$ cat config.mk
export PLATFORM = sky130hd
export DESIGN_NAME = h264_nal_unit_scanner
export DESIGN_NICKNAME = d
export VERILOG_FILES = /design/src/design/hnus_pkg.sv /design/src/design/h264_nal_unit_scanner.sv /design/src/design/hnus_front.sv /design/src/design/hnus_queue.sv /design/src/design/hnus_back.sv
export VERILOG_INCLUDE_DIRS = /design/src /design/src/design
export SDC_FILE = /design/constraint.sdc
export NUM_CORES = 2
export LEC_CHECK = 0
export ABC_AREA = 1
export BUFFER_PORTS_ARGS = -buffer_cell sky130_fd_sc_hd__buf_2
export CELL_PAD_IN_SITES_DETAIL_PLACEMENT = 1
export CELL_PAD_IN_SITES_GLOBAL_PLACEMENT = 1
export CORE_MARGIN = 5
export CORE_UTILIZATION = 50
export DETAILED_ROUTE_END_ITERATION = 12
export PLACE_DENSITY_LB_ADDON = 0.1
export SLEW_MARGIN = 10
export SYNTH_ARGS = -nofsm -noshare
export SYNTH_HDL_FRONTEND = slang
export SYNTH_SLANG_ARGS = --single-unit
$ cat constraint.sdc
create_clock -name clk -period 18.9 [get_ports clk]
set_input_delay 1.89 -clock clk [delete_from_list [all_inputs] [get_ports clk]]
set_output_delay 1.89 -clock clk [all_outputs]
set_load 0.05 [all_outputs]
$ cat src/design/h264_nal_unit_scanner_defines.svh
// Assertion macros shared by the NAL unit scanner modules.
// Needs a clk and an active-low arst_n in the including module's scope.
`ifndef H264_NAL_UNIT_SCANNER_DEFINES_SVH
`define H264_NAL_UNIT_SCANNER_DEFINES_SVH

// Same-cycle implication, disabled while reset is asserted.
`define HNUS_ASSERT_IMP(lbl, ante, cons, msg) \
	lbl: assert property (@(posedge clk) disable iff (!arst_n) (ante) |-> (cons)) else $error(msg);

// Next-cycle implication, disabled while reset is asserted.
`define HNUS_ASSERT_NXT(lbl, ante, cons, msg) \
	lbl: assert property (@(posedge clk) disable iff (!arst_n) (ante) |=> (cons)) else $error(msg);

`endif

$ cat src/design/hnus_pkg.sv
// Shared types and constants for the H.264 NAL unit scanner.
// No dependencies; imported by every scanner module.
package hnus_pkg;

	localparam int POS_W = 24;
	localparam longint MAX_BUFFER_BYTES = 64'd16777216;
	localparam longint POS_LIMIT = 64'hFFFFFF;
	localparam logic [POS_W-1:0] POS_CAP =
		POS_W'((MAX_BUFFER_BYTES - 1 > POS_LIMIT) ? POS_LIMIT : MAX_BUFFER_BYTES - 1);

	localparam logic [4:0] NAL_SPS    = 5'd7;
	localparam logic [4:0] NAL_PPS    = 5'd8;
	localparam logic [7:0] START_BYTE = 8'h01;
	localparam logic [1:0] ZRUN_MAX   = 2'd3;

	localparam int QUEUE_DEPTH = 2;
	localparam int QPTR_W      = (QUEUE_DEPTH > 1) ? $clog2(QUEUE_DEPTH) : 1;
	localparam int QCNT_W      = $clog2(QUEUE_DEPTH + 1);

	// First member is the top bit: unit_valid ends up at bit 0.
	typedef struct packed {
		logic [POS_W-1:0] pps_size;
		logic [POS_W-1:0] pps_pos;
		logic [POS_W-1:0] sps_size;
		logic [POS_W-1:0] sps_pos;
		logic             params_found;
		logic [POS_W-1:0] unit_size;
		logic             ref_flag;
		logic [4:0]       unit_type;
		logic [POS_W-1:0] payload_pos;
		logic [POS_W-1:0] start_pos;
		logic             unit_valid;
	} out_word_t;

	typedef struct packed {
		logic      last;
		out_word_t word;
	} res_t;

	// One classified byte: one or two result words.
	typedef struct packed {
		logic two;
		res_t first;
		res_t second;
	} q_entry_t;

	typedef struct packed {
		logic     valid;
		q_entry_t entry;
	} q_push_t;

	typedef struct packed {
		logic             valid;
		logic [POS_W-1:0] start_pos;
		logic [POS_W-1:0] payload_pos;
		logic [4:0]       unit_type;
		logic             ref_flag;
	} pend_t;

endpackage

$ cat src/design/h264_nal_unit_scanner.sv
// H.264 Annex B NAL unit scanner, top level.
// Channels: s_* takes one stream byte per word, s_tlast on the buffer's final byte.
//   m_* gives one word per NAL unit, sent once its size is known (at the next
//   start code's header byte or at buffer end); the buffer's final word has
//   m_tlast high and carries the SPS/PPS summary. An empty buffer still gives
//   one final word, with unit_valid low.
// Path: the closing byte's entry is written into the queue when the byte is
//   accepted and then moves into the output register, from which its word is
//   sent; a second word from the same byte follows it out of that register.
// Throughput: one byte per cycle while the queue is not full; an ending byte that
//   closes two units gives two output words, and the byte scan stalls when the queue is full.
// Front: start-code tracking, unit bookkeeping, size and record updates.
// Queue: two entries of classified bytes, each holding one or two result words.
// Back: output register that sends an entry's words in order.
// A stalled receiver fills the output register, then the queue; s_tready drops
//   only when the queue is full.
// Reset (arst_n low) clears the scan state, the queue and the output valid.
// After a buffer's final byte all scan state returns to its reset value.
module h264_nal_unit_scanner import hnus_pkg::*; (
	input  logic         clk,
	input  logic         arst_n,
	input  logic         s_tvalid,
	output logic         s_tready,
	input  logic [7:0]   s_tdata,   // [7:0] data_byte
	input  logic         s_tlast,   // end_of_buffer
	output logic         m_tvalid,
	input  logic         m_tready,
	// [0] unit_valid, [24:1] start_pos, [48:25] payload_pos, [53:49] unit_type,
	// [54] ref_flag, [78:55] unit_size, [79] params_found, [103:80] sps_pos,
	// [127:104] sps_size, [151:128] pps_pos, [175:152] pps_size
	output logic [175:0] m_tdata,
	output logic         m_tlast    // last
);

	q_push_t  push;
	q_entry_t head;
	logic     q_full, q_empty, q_pop;

	// Classify each byte and hand closed units to the queue.
	hnus_front u_front (
		.clk      (clk),
		.arst_n   (arst_n),
		.s_tvalid (s_tvalid),
		.s_tready (s_tready),
		.s_tdata  (s_tdata),
		.s_tlast  (s_tlast),
		.q_full   (q_full),
		.push     (push)
	);

	// Decouple the scan from output stalls.
	hnus_queue u_queue (
		.clk    (clk),
		.arst_n (arst_n),
		.push   (push),
		.pop    (q_pop),
		.full   (q_full),
		.empty  (q_empty),
		.head   (head)
	);

	// Send each entry's words, first before second.
	hnus_back u_back (
		.clk      (clk),
		.arst_n   (arst_n),
		.empty    (q_empty),
		.head     (head),
		.pop      (q_pop),
		.m_tvalid (m_tvalid),
		.m_tready (m_tready),
		.m_tdata  (m_tdata),
		.m_tlast  (m_tlast)
	);

endmodule

$ cat src/design/hnus_front.sv
// Front end of the NAL unit scanner: start-code detection and unit bookkeeping.
// Depends on hnus_pkg and the assertion macros header.
`include "h264_nal_unit_scanner_defines.svh"

module hnus_front import hnus_pkg::*; (
	input  logic       clk,
	input  logic       arst_n,
	input  logic       s_tvalid,
	output logic       s_tready,
	input  logic [7:0] s_tdata,
	input  logic       s_tlast,
	input  logic       q_full,
	output q_push_t    push
);

	logic [POS_W-1:0] pos_q;
	logic [1:0]       zr_q;
	logic             hdr_q;
	logic [POS_W-1:0] nstart_q;
	pend_t            pend_q;
	logic             sps_seen_q, pps_seen_q;
	logic [POS_W-1:0] sps_pos_q, sps_size_q, pps_pos_q, pps_size_q;

	logic             accept;
	logic             emit_a;
	logic [POS_W-1:0] size_a;
	res_t             res_a, res_f;
	pend_t            pend_n;
	logic             sps_seen_a, pps_seen_a, sps_seen_f, pps_seen_f;
	logic [POS_W-1:0] sps_pos_a, sps_size_a, pps_pos_a, pps_size_a;
	logic [POS_W-1:0] sps_pos_f, sps_size_f, pps_pos_f, pps_size_f;
	logic [POS_W:0]   len_f, diff_f;
	logic [POS_W-1:0] size_f;
	logic             start_hit;
	logic [POS_W-1:0] back_n;

	assign s_tready = !q_full;
	assign accept   = s_tvalid && s_tready;

	always_comb begin
		// Unit closed by the header byte of a new start code.
		emit_a = hdr_q && pend_q.valid;
		size_a = (nstart_q >= pend_q.payload_pos) ? nstart_q - pend_q.payload_pos : '0;
		res_a = '0;
		res_a.word.unit_valid  = 1'b1;
		res_a.word.start_pos   = pend_q.start_pos;
		res_a.word.payload_pos = pend_q.payload_pos;
		res_a.word.unit_type   = pend_q.unit_type;
		res_a.word.ref_flag    = pend_q.ref_flag;
		res_a.word.unit_size   = size_a;
		sps_seen_a = sps_seen_q;
		pps_seen_a = pps_seen_q;
		sps_pos_a  = sps_pos_q;
		sps_size_a = sps_size_q;
		pps_pos_a  = pps_pos_q;
		pps_size_a = pps_size_q;
		if (emit_a && pend_q.unit_type == NAL_SPS) begin
			sps_seen_a = 1'b1;
			sps_pos_a  = pend_q.payload_pos;
			sps_size_a = size_a;
		end else if (emit_a && pend_q.unit_type == NAL_PPS) begin
			pps_seen_a = 1'b1;
			pps_pos_a  = pend_q.payload_pos;
			pps_size_a = size_a;
		end

		// Open a new unit on its header byte.
		pend_n = pend_q;
		if (hdr_q) begin
			pend_n.valid       = 1'b1;
			pend_n.start_pos   = nstart_q;
			pend_n.payload_pos = pos_q;
			pend_n.unit_type   = s_tdata[4:0];
			pend_n.ref_flag    = s_tdata[5];
		end

		// Final word of the buffer.
		len_f  = {1'b0, pos_q} + (POS_W+1)'(1);
		diff_f = len_f - {1'b0, pend_n.payload_pos};
		size_f = diff_f[POS_W] ? '1 : diff_f[POS_W-1:0];
		sps_seen_f = sps_seen_a;
		pps_seen_f = pps_seen_a;
		sps_pos_f  = sps_pos_a;
		sps_size_f = sps_size_a;
		pps_pos_f  = pps_pos_a;
		pps_size_f = pps_size_a;
		res_f = '0;
		if (pend_n.valid) begin
			res_f.word.unit_valid  = 1'b1;
			res_f.word.start_pos   = pend_n.start_pos;
			res_f.word.payload_pos = pend_n.payload_pos;
			res_f.word.unit_type   = pend_n.unit_type;
			res_f.word.ref_flag    = pend_n.ref_flag;
			res_f.word.unit_size   = size_f;
			if (pend_n.unit_type == NAL_SPS) begin
				sps_seen_f = 1'b1;
				sps_pos_f  = pend_n.payload_pos;
				sps_size_f = size_f;
			end else if (pend_n.unit_type == NAL_PPS) begin
				pps_seen_f = 1'b1;
				pps_pos_f  = pend_n.payload_pos;
				pps_size_f = size_f;
			end
		end
		res_f.word.params_found = sps_seen_f && pps_seen_f;
		res_f.word.sps_pos      = sps_pos_f;
		res_f.word.sps_size     = sps_size_f;
		res_f.word.pps_pos      = pps_pos_f;
		res_f.word.pps_size     = pps_size_f;
		res_f.last              = 1'b1;

		// Start code ends on this byte; its header must still lie in the buffer.
		start_hit = (s_tdata == START_BYTE) && (zr_q >= 2'd2) && !s_tlast;
		back_n    = (zr_q == ZRUN_MAX) ? POS_W'(3) : POS_W'(2);

		push.valid        = accept && (emit_a || s_tlast);
		push.entry.two    = emit_a && s_tlast;
		push.entry.first  = emit_a ? res_a : res_f;
		push.entry.second = res_f;
	end

	always_ff @(posedge clk or negedge arst_n) begin
		if (!arst_n) begin
			pos_q      <= '0;
			zr_q       <= '0;
			hdr_q      <= 1'b0;
			nstart_q   <= '0;
			pend_q     <= '0;
			sps_seen_q <= 1'b0;
			pps_seen_q <= 1'b0;
			sps_pos_q  <= '0;
			sps_size_q <= '0;
			pps_pos_q  <= '0;
			pps_size_q <= '0;
		end else if (accept) begin
			if (s_tlast) begin
				// Drop all state: each buffer is scanned on its own.
				pos_q      <= '0;
				zr_q       <= '0;
				hdr_q      <= 1'b0;
				nstart_q   <= '0;
				pend_q     <= '0;
				sps_seen_q <= 1'b0;
				pps_seen_q <= 1'b0;
				sps_pos_q  <= '0;
				sps_size_q <= '0;
				pps_pos_q  <= '0;
				pps_size_q <= '0;
			end else begin
				pos_q      <= (pos_q == POS_CAP) ? POS_CAP : pos_q + POS_W'(1);
				hdr_q      <= start_hit;
				if (start_hit) begin
					nstart_q <= (pos_q >= back_n) ? pos_q - back_n : '0;
				end
				if (s_tdata == 8'h00) begin
					zr_q <= (zr_q == ZRUN_MAX) ? ZRUN_MAX : zr_q + 2'd1;
				end else begin
					zr_q <= '0;
				end
				pend_q     <= pend_n;
				sps_seen_q <= sps_seen_a;
				pps_seen_q <= pps_seen_a;
				sps_pos_q  <= sps_pos_a;
				sps_size_q <= sps_size_a;
				pps_pos_q  <= pps_pos_a;
				pps_size_q <= pps_size_a;
			end
		end
	end

	`HNUS_ASSERT_NXT(a_pos_cleared, accept && s_tlast, pos_q == '0, "position not cleared after buffer end")
	`HNUS_ASSERT_IMP(a_hdr_zero_run, hdr_q, zr_q == '0, "zero run not cleared by start code")

endmodule

$ cat src/design/hnus_queue.sv
// Short queue of classified bytes between scanner front and back.
// Depends on hnus_pkg and the assertion macros header.
`include "h264_nal_unit_scanner_defines.svh"

module hnus_queue import hnus_pkg::*; (
	input  logic     clk,
	input  logic     arst_n,
	input  q_push_t  push,
	input  logic     pop,
	output logic     full,
	output logic     empty,
	output q_entry_t head
);

	q_entry_t            mem_q [QUEUE_DEPTH];
	logic [QPTR_W-1:0]   wr_ptr_q, rd_ptr_q;
	logic [QCNT_W-1:0]   count_q;

	assign full  = (count_q == QCNT_W'(QUEUE_DEPTH));
	assign empty = (count_q == '0);
	assign head  = mem_q[rd_ptr_q];

	always_ff @(posedge clk) begin
		if (push.valid) begin
			mem_q[wr_ptr_q] <= push.entry;
		end
	end

	always_ff @(posedge clk or negedge arst_n) begin
		if (!arst_n) begin
			wr_ptr_q <= '0;
			rd_ptr_q <= '0;
			count_q  <= '0;
		end else begin
			if (push.valid) begin
				wr_ptr_q <= (wr_ptr_q == QPTR_W'(QUEUE_DEPTH - 1)) ? '0 : wr_ptr_q + QPTR_W'(1);
			end
			if (pop) begin
				rd_ptr_q <= (rd_ptr_q == QPTR_W'(QUEUE_DEPTH - 1)) ? '0 : rd_ptr_q + QPTR_W'(1);
			end
			if (push.valid && !pop) begin
				count_q <= count_q + QCNT_W'(1);
			end else if (pop && !push.valid) begin
				count_q <= count_q - QCNT_W'(1);
			end
		end
	end

	`HNUS_ASSERT_IMP(a_no_overflow, push.valid, !full, "push into full queue")
	`HNUS_ASSERT_IMP(a_no_underflow, pop, !empty, "pop from empty queue")

endmodule

$ cat src/design/hnus_back.sv
// Back end of the NAL unit scanner: serialises queue entries onto the output stream.
// Depends on hnus_pkg and the assertion macros header.
`include "h264_nal_unit_scanner_defines.svh"

module hnus_back import hnus_pkg::*; (
	input  logic           clk,
	input  logic           arst_n,
	input  logic           empty,
	input  q_entry_t       head,
	output logic           pop,
	output logic           m_tvalid,
	input  logic           m_tready,
	output logic [175:0]   m_tdata,
	output logic           m_tlast
);

	logic      out_valid_q;
	res_t      out_q;
	logic      hold2_q;
	res_t      second_q;
	logic      out_free;

	assign out_free = !out_valid_q || m_tready;
	assign pop      = out_free && !hold2_q && !empty;
	assign m_tvalid = out_valid_q;
	assign m_tdata  = out_q.word;
	assign m_tlast  = out_q.last;

	always_ff @(posedge clk) begin
		if (out_free) begin
			if (hold2_q) begin
				out_q <= second_q;
			end else if (!empty) begin
				out_q    <= head.first;
				second_q <= head.second;
			end
		end
	end

	always_ff @(posedge clk or negedge arst_n) begin
		if (!arst_n) begin
			out_valid_q <= 1'b0;
			hold2_q     <= 1'b0;
		end else if (out_free) begin
			if (hold2_q) begin
				out_valid_q <= 1'b1;
				hold2_q     <= 1'b0;
			end else begin
				out_valid_q <= !empty;
				hold2_q     <= !empty && head.two;
			end
		end
	end

	`HNUS_ASSERT_IMP(a_hold_has_word, hold2_q, out_valid_q, "second word held without a first")

endmodule
==> flow_summary.ini <==
[clock_tree]
post_cts_resized = 0
cts_hold_buffers = 0
clkLatencyLatePin_ns = 0.75
clk_transition_reported_paths_ns = 0.05
cts_sinks = 1271
htree_num_levels = 4
tritoncts = done
root_buffer = clkbuf_16
post-cts-setup-buffers = 0
cts_made_buffers = 137
ctsLongestPathBuffers = 3

[placed_design]
place_ws_ns = 11.34
gp_congestion = 0.945
port-buffer-count = 191
place.detailed.hpwl_um = 111000
post_dp_area_sq_um = 57900

[logic_synthesis]
syn-num-nets = 5446
synth-seq-cells = 1271
syn-mean-instance-area_sq_um = 10.4
post-synth-top-area-cell = edfxtp_1
portion_of_the_post_synthesis_area_used_by_sequential_elements_pct = 66.6
synth_enable_flop_cells = 1061
synth_top_area_share_pct = 57.2
yosys-top-cells-area = edfxtp_1 (57%), nand2_1 (11%), dfrtp_1 (9.4%)
synth-warning-count = 0
yosys.cell_types.count = 53
synth_area_sq_um = 55700
synth_flop_cell = edfxtp_1
ys_async_sr_fraction_pct = 16.5
post_synthesis_instance_total = 5356

[critical_path]
cp-startpoint = s_tvalid
path_common_cell = buf_4
critical-path-max-stage-delay_ns = 0.90
worst-endpoint-required_ns = 19.27
timing.setup.critical_path_class = in -> reg
cp.arrival_ns = 6.99
timing.critical_path.fanout_max = 145
rr_startpoint = u_front.hdr_q$_DFFE_PN0P_
critPathSlowestCell = buf_4
startpoint_class_of_the_critical_path = primary input
endpoint_kind = flop
cp_top_family = buffers and inverters
crit_path_cell_trace = buf_2, nand2_2, buf_4, a21oi_1, inv_1, nor2_4, buf_12, buf_4, buf_4, buf_4
cp_num_buf_inv = 7

[sta]
hold_viol_final = 0
final.setup.tns_ns = 0
layout_setup_ws_ns = 12.28
timing.max_slew.rel_slack_pct = 15.5
fmax_ghz = 0.151
finalCriticalPeriod_ns = 6.62
finalMaxSlewViolations = 0
setup_viol = 0
layout_worst_path_cycle_share_pct = 35.0
final.setup_skew_ns = 0.0202
max_slew.worst_pin.slew_ns = 1.27
grt_setup_unrepaired = no
hold_slack_ns = 0.485

[drt]
met2RoutedLength_um = 82200
route.layer.met1.wl_um = 74900
dr_wl_met3_um = 10200
route.top_layer_used = met4
routed_wl_um = 171000
post_drt_wl_per_cell_um = 24.2
post-route-drc-count = 0
ant_nets = 0
detailedRoute.firstIterationViolations = 3367
route.vias.total = 40200
drt_first_pass_iters = 5
vias_per_cell = 5.68

[layout]
post_route_cells_drive_above_1_share_pct = 9.82
most_frequent_standard_cell_in_the_layout_excluding_fill_and_tap_cells = nand2_1
register_area_sq_um = 37100
post_layout_instance_area_sq_um = 62100
diode_insertion_count_for_antenna_repair = 0
layout_common_cells = nand2_1 (1,561), edfxtp_1 (1,061), inv_1 (507)
area.growth.synth_to_final_pct = 11.6
fin_nets = 5563
multi_input_comb_area_sq_um = 15400
fillCellCount = 11900

[worst_hold_path]
hold_path_startpoint = u_front.sps_size_q[1]$_DFFE_PN0P_
worst_hold_path_type = reg -> reg

[global_routing]
number_of_global_route_vias_before_repair = 41400
antenna_found_initial = 1
grt_max_degree = 146
first_pass_grt_wire_length_um = 257000
overflow = 0
grt.total_usage_pct = 28.8

[floorplan]
die_height_um = 344
design.core.area_sq_um = 111000
horiz_die_dim_um = 344
placement_rows = 122
dieArea_sq_um = 118000
initial_core_util_pct = 50.3
io_pins = 192

[status]
run_status = finished, final reports clean

[job]
maxcap_violations = 0

[pwr]
max_vdd_drop_v = 0.000100
leakagePower_nw = 26.6
powerDensity_nw_per_um2 = 152
==> routing by layer <==
metal	GRT usage [%]	vias to the layer above
met3	4.14	224
met1	40.8	20500
met2	47.5	1222
met4	7.53	0
met5	0	-
li1	-	18300
==> worst register-to-register path, stage by stage, from the launching register on <==
cell	delay, ns
dfrtp_4	0.71
nand2_4	0.37
a21oi_1	0.48
inv_1	0.19
nor2_4	0.63
buf_12	0.55
buf_4	0.99
buf_4	0.91
buf_4	0.83
==> through the flow <==
stage	power (mW)	cells	utilization, %
3_3_place_gp	6.84	6822	52.3
2_1_floorplan	6.18	5356	-
5_1_grt	9.86	7071	56.2
3_5_place_dp	6.92	6822	52.3
6_report	9.44	7071	56.2
4_1_cts	9.51	7071	56.2
==> power breakdown <==
part           switching, mW  internal, mW  leakage [nW]
Combinational           2.30         0.545          11.5
Clock                   1.10          1.48          2.08
Sequential             0.182          3.83          13.0
Total                   3.58          5.86          26.6
==> Yosys cell counts (16+ instances only) <==
| library cell | n |
|---|---|
| nand2_1 | 1562 |
| edfxtp_1 | 1061 |
| inv_1 | 509 |
| a21oi_1 | 440 |
| nor2_1 | 394 |
| dfrtp_1 | 210 |
| o21ai_0 | 210 |
| clkbuf_1 | 184 |
| nand3_1 | 167 |
| o22ai_1 | 126 |
| ha_1 | 75 |
| o21ai_1 | 54 |
| nand4_1 | 52 |
| xor2_1 | 40 |
| inv_2 | 37 |
| buf_2 | 29 |
| o21ai_2 | 28 |
| buf_1 | 27 |
| nor3_1 | 21 |
| a211oi_1 | 16 |
==> state kept, by name, indices dropped and copies added, names as in the netlist, 2 cells and up <==
register / count
u_front.pend_q: 55
u_front.pps_size_q: 24
u_front.pos_q: 24
u_front.zr_q: 2
u_back.m_tdata: 176
u_back.second_q: 176
u_front.nstart_q: 24
u_front.pps_pos_q: 24
u_front.sps_pos_q: 24
u_queue.count_q: 2
u_queue.mem_q: 708
u_front.sps_size_q: 24
==> area by class of cell <==
type / count / share of cell area, %
Inverter: 547 / 3.34
Sequential cell: 1271 / 59.7
Timing Repair Buffer: 243 / 2.24
Tap cell: 1488 / 3.00
Clock buffer: 207 / 6.30
Multi-Input combinational cell: 3273 / 24.8
Clock inverter: 42 / 0.566
==> cell families (layout without fill, tap and decap cells) <==
| kind of cell | after synthesis | count (layout) | synth area share, % |
|---|---|---|---|
| and+or+nand+nor | 2246 | 2246 | 16.2 |
| DFF | 1271 | 1271 | 66.6 |
| AOI/OAI and AO/OA | 899 | 899 | 8.86 |
| buffers and inverters | 812 | 1039 | 5.79 |
| adders and majority gates | 77 | 77 | 1.76 |
| xor gates and xnor gates | 50 | 50 | 0.786 |
| muxes | 1 | 1 | 0.0180 |
==> final timing paths <==
| kind | endpoint | slack [ns] | cells after the start |
|---|---|---|---|
| max | u_queue.mem_q[1][41]$_DFFE_PP_ | 12.28 | 10 |
| min | u_front.sps_size_q[1]$_DFFE_PN0P_ | 0.48 | 2 |
| max reg2reg | u_queue.mem_q[1][41]$_DFFE_PP_ | 12.79 | 8 |
| min reg2reg | u_front.sps_size_q[1]$_DFFE_PN0P_ | 0.48 | 2 |
| max in group asynchronous | u_front.sps_pos_q[11]$_DFFE_PN0P_ | 16.11 | 2 |
| min in group asynchronous | u_back.m_tvalid$_DFFE_PN0N_ | 1.16 | 1 |
Power figures use the tool's default switching activity.
